$ cat src/tpq_pkg.sv
// Package of the task priority queue: widths, codes, item and entry types.
// Used by every module of the block; depends on nothing.
`timescale 1ns / 1ps

package tpq_pkg;

   localparam int DEPTH_DEFAULT = 16;
   localparam int PRIORITY_BITS = 8;
   localparam int TAG_BITS      = 16;
   localparam int FILL_BITS     = 5;

   typedef enum logic [1:0] {
      MODE_SUBMIT   = 2'd0,
      MODE_POP      = 2'd1,
      MODE_CANCEL   = 2'd2,
      MODE_SHUTDOWN = 2'd3
   } mode_type;

   typedef enum logic [2:0] {
      STATUS_OK        = 3'd0,
      STATUS_FULL      = 3'd1,
      STATUS_EMPTY     = 3'd2,
      STATUS_NOT_FOUND = 3'd3,
      STATUS_CLOSED    = 3'd4
   } status_type;

   typedef enum logic [2:0] {
      ST_IDLE,
      ST_INSERT,
      ST_PLACE,
      ST_POP_HEAD,
      ST_FIND,
      ST_SHIFT
   } state_type;

   typedef struct packed {
      mode_type                 mode;
      logic [PRIORITY_BITS-1:0] priority_req;
      logic [TAG_BITS-1:0]      tag;
   } req_type;

   typedef struct packed {
      status_type               status;
      logic [TAG_BITS-1:0]      out_tag;
      logic [PRIORITY_BITS-1:0] out_priority;
      logic [FILL_BITS-1:0]     fill_count;
   } rsp_type;

   typedef struct packed {
      logic [PRIORITY_BITS-1:0] prio;
      logic [TAG_BITS-1:0]      tag;
   } entry_type;

endpackage

$ cat src/tpq_store.sv
// Entry memory of the task priority queue: one write port, one registered read port.
// Depends on tpq_pkg for the entry type.
`timescale 1ns / 1ps

module tpq_store #(
   parameter int DEPTH = tpq_pkg::DEPTH_DEFAULT
) (
   input  logic                     clock,
   input  logic [$clog2(DEPTH)-1:0] rd_addr,
   output tpq_pkg::entry_type       rd_data,
   input  logic                     wr_en,
   input  logic [$clog2(DEPTH)-1:0] wr_addr,
   input  tpq_pkg::entry_type       wr_data
);

   tpq_pkg::entry_type mem_ff [DEPTH];
   tpq_pkg::entry_type rd_data_ff;

   always_ff @(posedge clock) begin
      if (wr_en) begin
         mem_ff[wr_addr] <= wr_data;
      end
      rd_data_ff <= mem_ff[rd_addr];
   end

   assign rd_data = rd_data_ff;

endmodule

$ cat src/task_priority_queue_top.sv
// Task priority queue top level: sequencer, counters and result register.
// Depends on tpq_pkg and tpq_store.
`timescale 1ns / 1ps

// A bounded queue of tagged tasks kept sorted from highest to lowest priority, with
// equal priorities served oldest first. An item is taken when start is high and busy
// is low; each item gives exactly one result, shown on rsp_item for one cycle while
// rsp_valid is high, and the receiver cannot hold it off. The entries live in one
// memory with one write and one registered read per cycle, and a small sequencer
// walks it one entry a cycle. A shutdown, a rejected submit or cancel, a pop on an
// empty queue and a submit into an empty queue are answered from idle, the result
// in the cycle after they are taken. A submit into a non-empty queue moves each entry
// of lower priority down one place from the tail, then writes the new one. A pop takes
// the head, a cancel the first entry with its tag; each later one moves up one place.
module task_priority_queue_top #(
   parameter int DEPTH = tpq_pkg::DEPTH_DEFAULT
) (
   input  logic             clock,
   input  logic             reset,
   input  logic             start,
   output logic             busy,
   input  tpq_pkg::req_type req_item,
   output logic             rsp_valid,
   output tpq_pkg::rsp_type rsp_item
);

   localparam int IDX_BITS = $clog2(DEPTH);
   localparam int CNT_BITS = $clog2(DEPTH + 1);

   tpq_pkg::state_type  state_ff, state_in;
   logic [IDX_BITS-1:0] idx_ff, idx_in;
   logic [CNT_BITS-1:0] held_ff, held_in;
   logic                closed_ff, closed_in;
   tpq_pkg::req_type    op_ff, op_in;
   tpq_pkg::entry_type  pop_ff, pop_in;
   logic                rsp_valid_ff, rsp_valid_in;
   tpq_pkg::rsp_type    rsp_item_ff, rsp_item_in;

   logic [IDX_BITS-1:0] rd_addr;
   tpq_pkg::entry_type  rd_data;
   logic                wr_en;
   logic [IDX_BITS-1:0] wr_addr;
   tpq_pkg::entry_type  wr_data;

   logic                finish;
   tpq_pkg::status_type fin_status;
   logic [CNT_BITS-1:0] fin_held;
   tpq_pkg::entry_type  fin_entry;
   tpq_pkg::entry_type  new_entry;
   logic [CNT_BITS-1:0] idx_plus;
   logic                has_next;
   logic                has_next2;

   tpq_store #(
      .DEPTH(DEPTH)
   ) u_store (
      .clock  (clock),
      .rd_addr(rd_addr),
      .rd_data(rd_data),
      .wr_en  (wr_en),
      .wr_addr(wr_addr),
      .wr_data(wr_data)
   );

   assign idx_plus  = CNT_BITS'(idx_ff) + CNT_BITS'(1);
   assign has_next  = idx_plus < held_ff;
   assign has_next2 = ({1'b0, idx_plus} + (CNT_BITS + 1)'(1)) < {1'b0, held_ff};
   assign new_entry = '{prio: op_ff.priority_req, tag: op_ff.tag};

   always_ff @(posedge clock) begin
      if (reset) begin
         state_ff     <= tpq_pkg::ST_IDLE;
         idx_ff       <= '0;
         held_ff      <= '0;
         closed_ff    <= 1'b0;
         rsp_valid_ff <= 1'b0;
      end else begin
         state_ff     <= state_in;
         idx_ff       <= idx_in;
         held_ff      <= held_in;
         closed_ff    <= closed_in;
         rsp_valid_ff <= rsp_valid_in;
      end
   end

   always_ff @(posedge clock) begin
      op_ff       <= op_in;
      pop_ff      <= pop_in;
      rsp_item_ff <= rsp_item_in;
   end

   always_comb begin
      state_in     = state_ff;
      idx_in       = idx_ff;
      held_in      = held_ff;
      closed_in    = closed_ff;
      op_in        = op_ff;
      pop_in       = pop_ff;
      rsp_valid_in = 1'b0;
      rsp_item_in  = rsp_item_ff;
      rd_addr      = idx_ff;
      wr_en        = 1'b0;
      wr_addr      = idx_ff;
      wr_data      = rd_data;
      finish       = 1'b0;
      fin_status   = tpq_pkg::STATUS_OK;
      fin_held     = held_ff;
      fin_entry    = '0;

      unique case (state_ff)
         tpq_pkg::ST_IDLE: begin
            if (start) begin
               op_in  = req_item;
               pop_in = '0;
               unique case (req_item.mode)
                  tpq_pkg::MODE_SUBMIT: begin
                     if (closed_ff) begin
                        finish     = 1'b1;
                        fin_status = tpq_pkg::STATUS_CLOSED;
                     end else if (held_ff >= CNT_BITS'(DEPTH)) begin
                        finish     = 1'b1;
                        fin_status = tpq_pkg::STATUS_FULL;
                     end else if (held_ff == '0) begin
                        wr_en    = 1'b1;
                        wr_addr  = '0;
                        wr_data  = '{prio: req_item.priority_req, tag: req_item.tag};
                        finish   = 1'b1;
                        fin_held = held_ff + CNT_BITS'(1);
                     end else begin
                        rd_addr  = IDX_BITS'(held_ff - CNT_BITS'(1));
                        idx_in   = IDX_BITS'(held_ff - CNT_BITS'(1));
                        state_in = tpq_pkg::ST_INSERT;
                     end
                  end
                  tpq_pkg::MODE_POP: begin
                     if (held_ff == '0) begin
                        finish     = 1'b1;
                        fin_status = tpq_pkg::STATUS_EMPTY;
                     end else begin
                        rd_addr  = '0;
                        idx_in   = '0;
                        state_in = tpq_pkg::ST_POP_HEAD;
                     end
                  end
                  tpq_pkg::MODE_CANCEL: begin
                     if (closed_ff) begin
                        finish     = 1'b1;
                        fin_status = tpq_pkg::STATUS_CLOSED;
                     end else if (held_ff == '0) begin
                        finish     = 1'b1;
                        fin_status = tpq_pkg::STATUS_NOT_FOUND;
                     end else begin
                        rd_addr  = '0;
                        idx_in   = '0;
                        state_in = tpq_pkg::ST_FIND;
                     end
                  end
                  tpq_pkg::MODE_SHUTDOWN: begin
                     closed_in = 1'b1;
                     finish    = 1'b1;
                     fin_held  = '0;
                  end
                  default: begin
                     finish = 1'b0;
                  end
               endcase
            end
         end
         tpq_pkg::ST_INSERT: begin
            wr_en = 1'b1;
            if (rd_data.prio < op_ff.priority_req) begin
               wr_addr = IDX_BITS'(idx_plus);
               wr_data = rd_data;
               if (idx_ff == '0) begin
                  state_in = tpq_pkg::ST_PLACE;
               end else begin
                  rd_addr = idx_ff - IDX_BITS'(1);
                  idx_in  = idx_ff - IDX_BITS'(1);
               end
            end else begin
               wr_addr  = IDX_BITS'(idx_plus);
               wr_data  = new_entry;
               finish   = 1'b1;
               fin_held = held_ff + CNT_BITS'(1);
            end
         end
         tpq_pkg::ST_PLACE: begin
            wr_en    = 1'b1;
            wr_addr  = idx_ff;
            wr_data  = new_entry;
            finish   = 1'b1;
            fin_held = held_ff + CNT_BITS'(1);
         end
         tpq_pkg::ST_POP_HEAD: begin
            pop_in = rd_data;
            if (has_next) begin
               rd_addr  = IDX_BITS'(idx_plus);
               state_in = tpq_pkg::ST_SHIFT;
            end else begin
               finish    = 1'b1;
               fin_held  = held_ff - CNT_BITS'(1);
               fin_entry = rd_data;
            end
         end
         tpq_pkg::ST_FIND: begin
            if (rd_data.tag == op_ff.tag) begin
               if (has_next) begin
                  rd_addr  = IDX_BITS'(idx_plus);
                  state_in = tpq_pkg::ST_SHIFT;
               end else begin
                  finish   = 1'b1;
                  fin_held = held_ff - CNT_BITS'(1);
               end
            end else if (has_next) begin
               rd_addr = IDX_BITS'(idx_plus);
               idx_in  = IDX_BITS'(idx_plus);
            end else begin
               finish     = 1'b1;
               fin_status = tpq_pkg::STATUS_NOT_FOUND;
            end
         end
         tpq_pkg::ST_SHIFT: begin
            wr_en   = 1'b1;
            wr_addr = idx_ff;
            wr_data = rd_data;
            if (has_next2) begin
               rd_addr = IDX_BITS'(idx_plus + CNT_BITS'(1));
               idx_in  = IDX_BITS'(idx_plus);
            end else begin
               finish   = 1'b1;
               fin_held = held_ff - CNT_BITS'(1);
               if (op_ff.mode == tpq_pkg::MODE_POP) begin
                  fin_entry = pop_ff;
               end
            end
         end
         default: begin
            state_in = tpq_pkg::ST_IDLE;
         end
      endcase

      if (finish) begin
         state_in                 = tpq_pkg::ST_IDLE;
         held_in                  = fin_held;
         rsp_valid_in             = 1'b1;
         rsp_item_in.status       = fin_status;
         rsp_item_in.out_tag      = fin_entry.tag;
         rsp_item_in.out_priority = fin_entry.prio;
         rsp_item_in.fill_count   = tpq_pkg::FILL_BITS'(fin_held);
      end
   end

   assign busy      = state_ff != tpq_pkg::ST_IDLE;
   assign rsp_valid = rsp_valid_ff;
   assign rsp_item  = rsp_item_ff;

endmodule

$ cat config.mk
export PLATFORM = sky130hd
export DESIGN_NAME = task_priority_queue_top
export DESIGN_NICKNAME = d
export VERILOG_FILES = /design/src/tpq_pkg.sv /design/src/tpq_store.sv /design/src/task_priority_queue_top.sv
export SDC_FILE = /design/constraint.sdc
export NUM_CORES = 1
export LEC_CHECK = 0
export BUFFER_PORTS_ARGS = -buffer_cell sky130_fd_sc_hd__buf_2
export CAP_MARGIN = 30
export CORE_UTILIZATION = 62
export DETAILED_ROUTE_END_ITERATION = 16
export PLACE_DENSITY = 0.8
export SYNTH_ARGS = -nofsm -noshare
export SYNTH_HDL_FRONTEND = slang
export SYNTH_SLANG_ARGS = --single-unit
$ cat constraint.sdc
create_clock -name clock -period 5.7 [get_ports clock]
set_input_delay 0.285 -clock clock [delete_from_list [all_inputs] [get_ports clock]]
set_output_delay 0.285 -clock clock [all_outputs]
set_load 0.01 [all_outputs]
==> flow_summary.ini <==
[power_and_ir_drop]
power_switching_mw = 3.212
power.density_nw_per_um2 = 433.8
p_seq_share_pct = 47.7
comb_power_share_pct = 20.8
pwr-share-clk_pct = 31.5
p_int_mw = 7.351
leakagePower_nw = 8.890
power.total_mw = 10.56
peakVddDrop_mv = 0.2827
switching_share_pct = 30.41

[finish]
seq_area_um2 = 14750
fin_util_pct = 72.25
layout_common_cells = 466 x edfxtp_1, 335 x nand2_1, 226 x nand3_1
design_area_um2 = 24350
layout_commonest_cell = edfxtp_1
diodes = 0
fin_nets = 1827
drive_gt1_share_pct = 11.93
syn_to_final_growth_pct = 13.97
fillers = 2085
multiInputGateArea_um2 = 6047

[drt]
wl_per_cell_um = 24.22
vias = 14505
postRouteWirelength_mm = 54.69
drt-pass1-iter-count = 7
drc = 0
vias_per_cell = 6.424
drt_iter0_drc = 2103
drtAntennaViolNets = 0

[logic_synthesis]
synth_ff_type = edfxtp_1
synth_edf_count = 466
synth_top_family_by_area = simple AND/OR/NAND/NOR gates
synth_nets = 1747
syn_inst = 1691
syn_avg_cell_area_um2 = 12.63
yosys.area_share.adder_pct = 1.581
synthMuxAreaShare_pct = 3.467
ys_types = 60
netlist_area_um2 = 21370
synthSimpleGateAreaFrac_pct = 14.66
synth_compound_area_share_pct = 7.168
synthXorXnorAreaFrac_pct = 0.9428
ys_seq_area_share_pct = 69.06
synth_top_area_cell = edfxtp_1
synth_top_area_share_pct = 65.50
ys_warn_count = 0
async_flop_share_pct = 0
ys_seq_elements = 504
ys_top_cells_by_area = edfxtp_1 65%, nand2_1 5.9%, nand3_1 5.3%, dfxtp_1 3.6%, mux2i_1 3.5%

[die]
die-area_um2 = 35210
rows = 67
die_h_um = 187.6
core_um2 = 33700
io_pins = 63
initial_core_util_pct = 63.40
die_width_um = 187.6

[run]
maxCapViolCount = 0

[global_routing]
overflow = 0
antenna_found_initial = 1
grt_pass1_vias = 14253
grt_pass1_wl_mm = 82.65
grtUsageTotal_pct = 31.26
grt_max_degree = 81

[timing]
setup_violations = 0
fmax_mhz = 195.4
timing.hold.ws_ns = 0.05914
maxSlewHeadroom_pct = 30.66
skew_ns = 0.02270
min_period_ns = 5.117
rsz0062_at_grt = no
hold_violations = 0
slew_violations = 0
max_slew.worst_pin.slew_ns = 1.039
fin_setup_tns_ns = 0
min_period_over_period_pct = 89.78

[clock_tree]
clkLatencyLatePin_ns = 0.58
clock_path_buffers = 3
cts_root_buf = clkbuf_16
clkSlewWorstSetupHoldPaths_ns = 0.06
cts_buffers = 48
post_cts_buffers = 0
h-tree-depth = 2
cts_hold_buffers = 26
cts_tree = built
clock-sinks = 504
cts_resized = 0

[placement]
numPortBuffers = 62
dp_hpwl_mm = 31.36
place.gp.congestion = 0.9011
post_dp_cell_area_um2 = 22440

[worst_setup_path]
required_ns = 6.15
arrival_ns = 5.57
worstPathMaxFanout = 73
crit_type = flop to flop
start_kind = flop
critPathCaptureType = flop

[run_status]
status = completed

[hold_path]
min_path_type = input port to flop
## per-stage QoR
step	setup slack, ns	std cells
floorplan	1.657	1691
global placement	0.9496	2136
detailed placement	0.7541	2143
CTS	0.7173	2258
global route	0.2237	2258
finish	0.5827	2258
## routing by layer
metal	GRT usage [%]	part of all wire, %	vias to the layer above
li1	-	-	6410
met1	43.13	37	6948
met2	49.36	47	995
met3	5.858	12	152
met4	12.85	3.4	0
met5	0	0	-
## registers in the layout, summed over array words and instances, names as in the netlist, 2 cells and up
register         cells
idx_ff               4
held_ff              5
state_ff             3
rsp_item            32
u_store.mem_ff     384
pop_ff              24
u_store.rd_data     24
op_ff                2
new_entry           24
## final timing paths
| check | from | to | slack, ns | cells past startpoint |
|---|---|---|---|---|
| worst min-delay path | reset | idx_ff[1] | 0.06 | 2 |
| worst min register to register | pop_ff[4] | rsp_item[17] | 0.54 | 1 |
| worst max register to register | idx_ff[0] | u_store.rd_data[2] | 0.58 | 15 |
| worst max-delay path | idx_ff[0] | u_store.rd_data[2] | 0.58 | 15 |
## critical path, cell delays in order (launching register included)
cell and delay [ns]:
dfxtp_1 0.62, inv_1 0.35, ha_1 0.59, nand2_1 0.11, o21ai_0 0.21, xor2_1 0.22, ha_1 0.29, a31oi_1 0.73
nand4_1 0.16, nand3_1 0.20, or3_4 0.38, buf_12 0.38, mux2i_1 0.31, mux2i_1 0.12, a32oi_1 0.22, nand3_1 0.10
## synth_stat cells (3+ instances only)
| cell | instances |
|---|---|
| a31o_2 | 3 |
| nor4_1 | 5 |
| or3_1 | 5 |
| nand3_1 | 226 |
| xor2_1 | 17 |
| o21ai_1 | 5 |
| a211o_1 | 5 |
| a222oi_1 | 24 |
| nor2b_1 | 7 |
| buf_1 | 12 |
| o21ai_0 | 25 |
| a21oi_1 | 34 |
| nand2b_1 | 3 |
| inv_2 | 3 |
| a221oi_1 | 6 |
| a32oi_1 | 26 |
| and2_1 | 28 |
| a211oi_1 | 9 |
| nand4_1 | 8 |
| dfxtp_1 | 38 |
| a21o_1 | 4 |
| nor3_1 | 9 |
| buf_2 | 34 |
| clkbuf_1 | 48 |
| a22oi_1 | 3 |
| a22o_1 | 26 |
| o31ai_1 | 7 |
| ha_1 | 27 |
| buf_4 | 3 |
| a31oi_1 | 9 |
| nand2_1 | 336 |
| o22ai_1 | 5 |
| xnor2_1 | 6 |
| nor2_1 | 62 |
| and3_1 | 3 |
| buf_6 | 4 |
| inv_1 | 50 |
| edfxtp_1 | 466 |
| mux2i_1 | 74 |
## power groups by stage
stage	Sequential (mW)	Combinational (mW)	Clock, mW
6_report	5.04	2.20	3.32
5_1_grt	5.05	2.38	3.47
3_3_place_gp	5.07	2.02	0
2_1_floorplan	4.97	1.38	0
4_1_cts	5.01	2.15	3.33
3_5_place_dp	5.08	2.10	0
## cell type report
class,instances,area share [%]
Clock inverter,27,1.444
Inverter,53,0.8170
Tap cell,448,2.302
Sequential cell,504,60.59
Timing Repair Buffer,132,4.686
Clock buffer,62,5.323
Multi-Input combinational cell,1032,24.83
## logic make-up after synthesis
group | after synthesis
multiplexers | 74
AND/OR/NAND/NOR | 702
buffers and inverters | 155
XOR/XNOR | 23
AO/OA/AOI/OAI | 206
flip-flops | 504
adder cells (fa/ha/maj) | 27
Power figures use the tool's default switching activity.
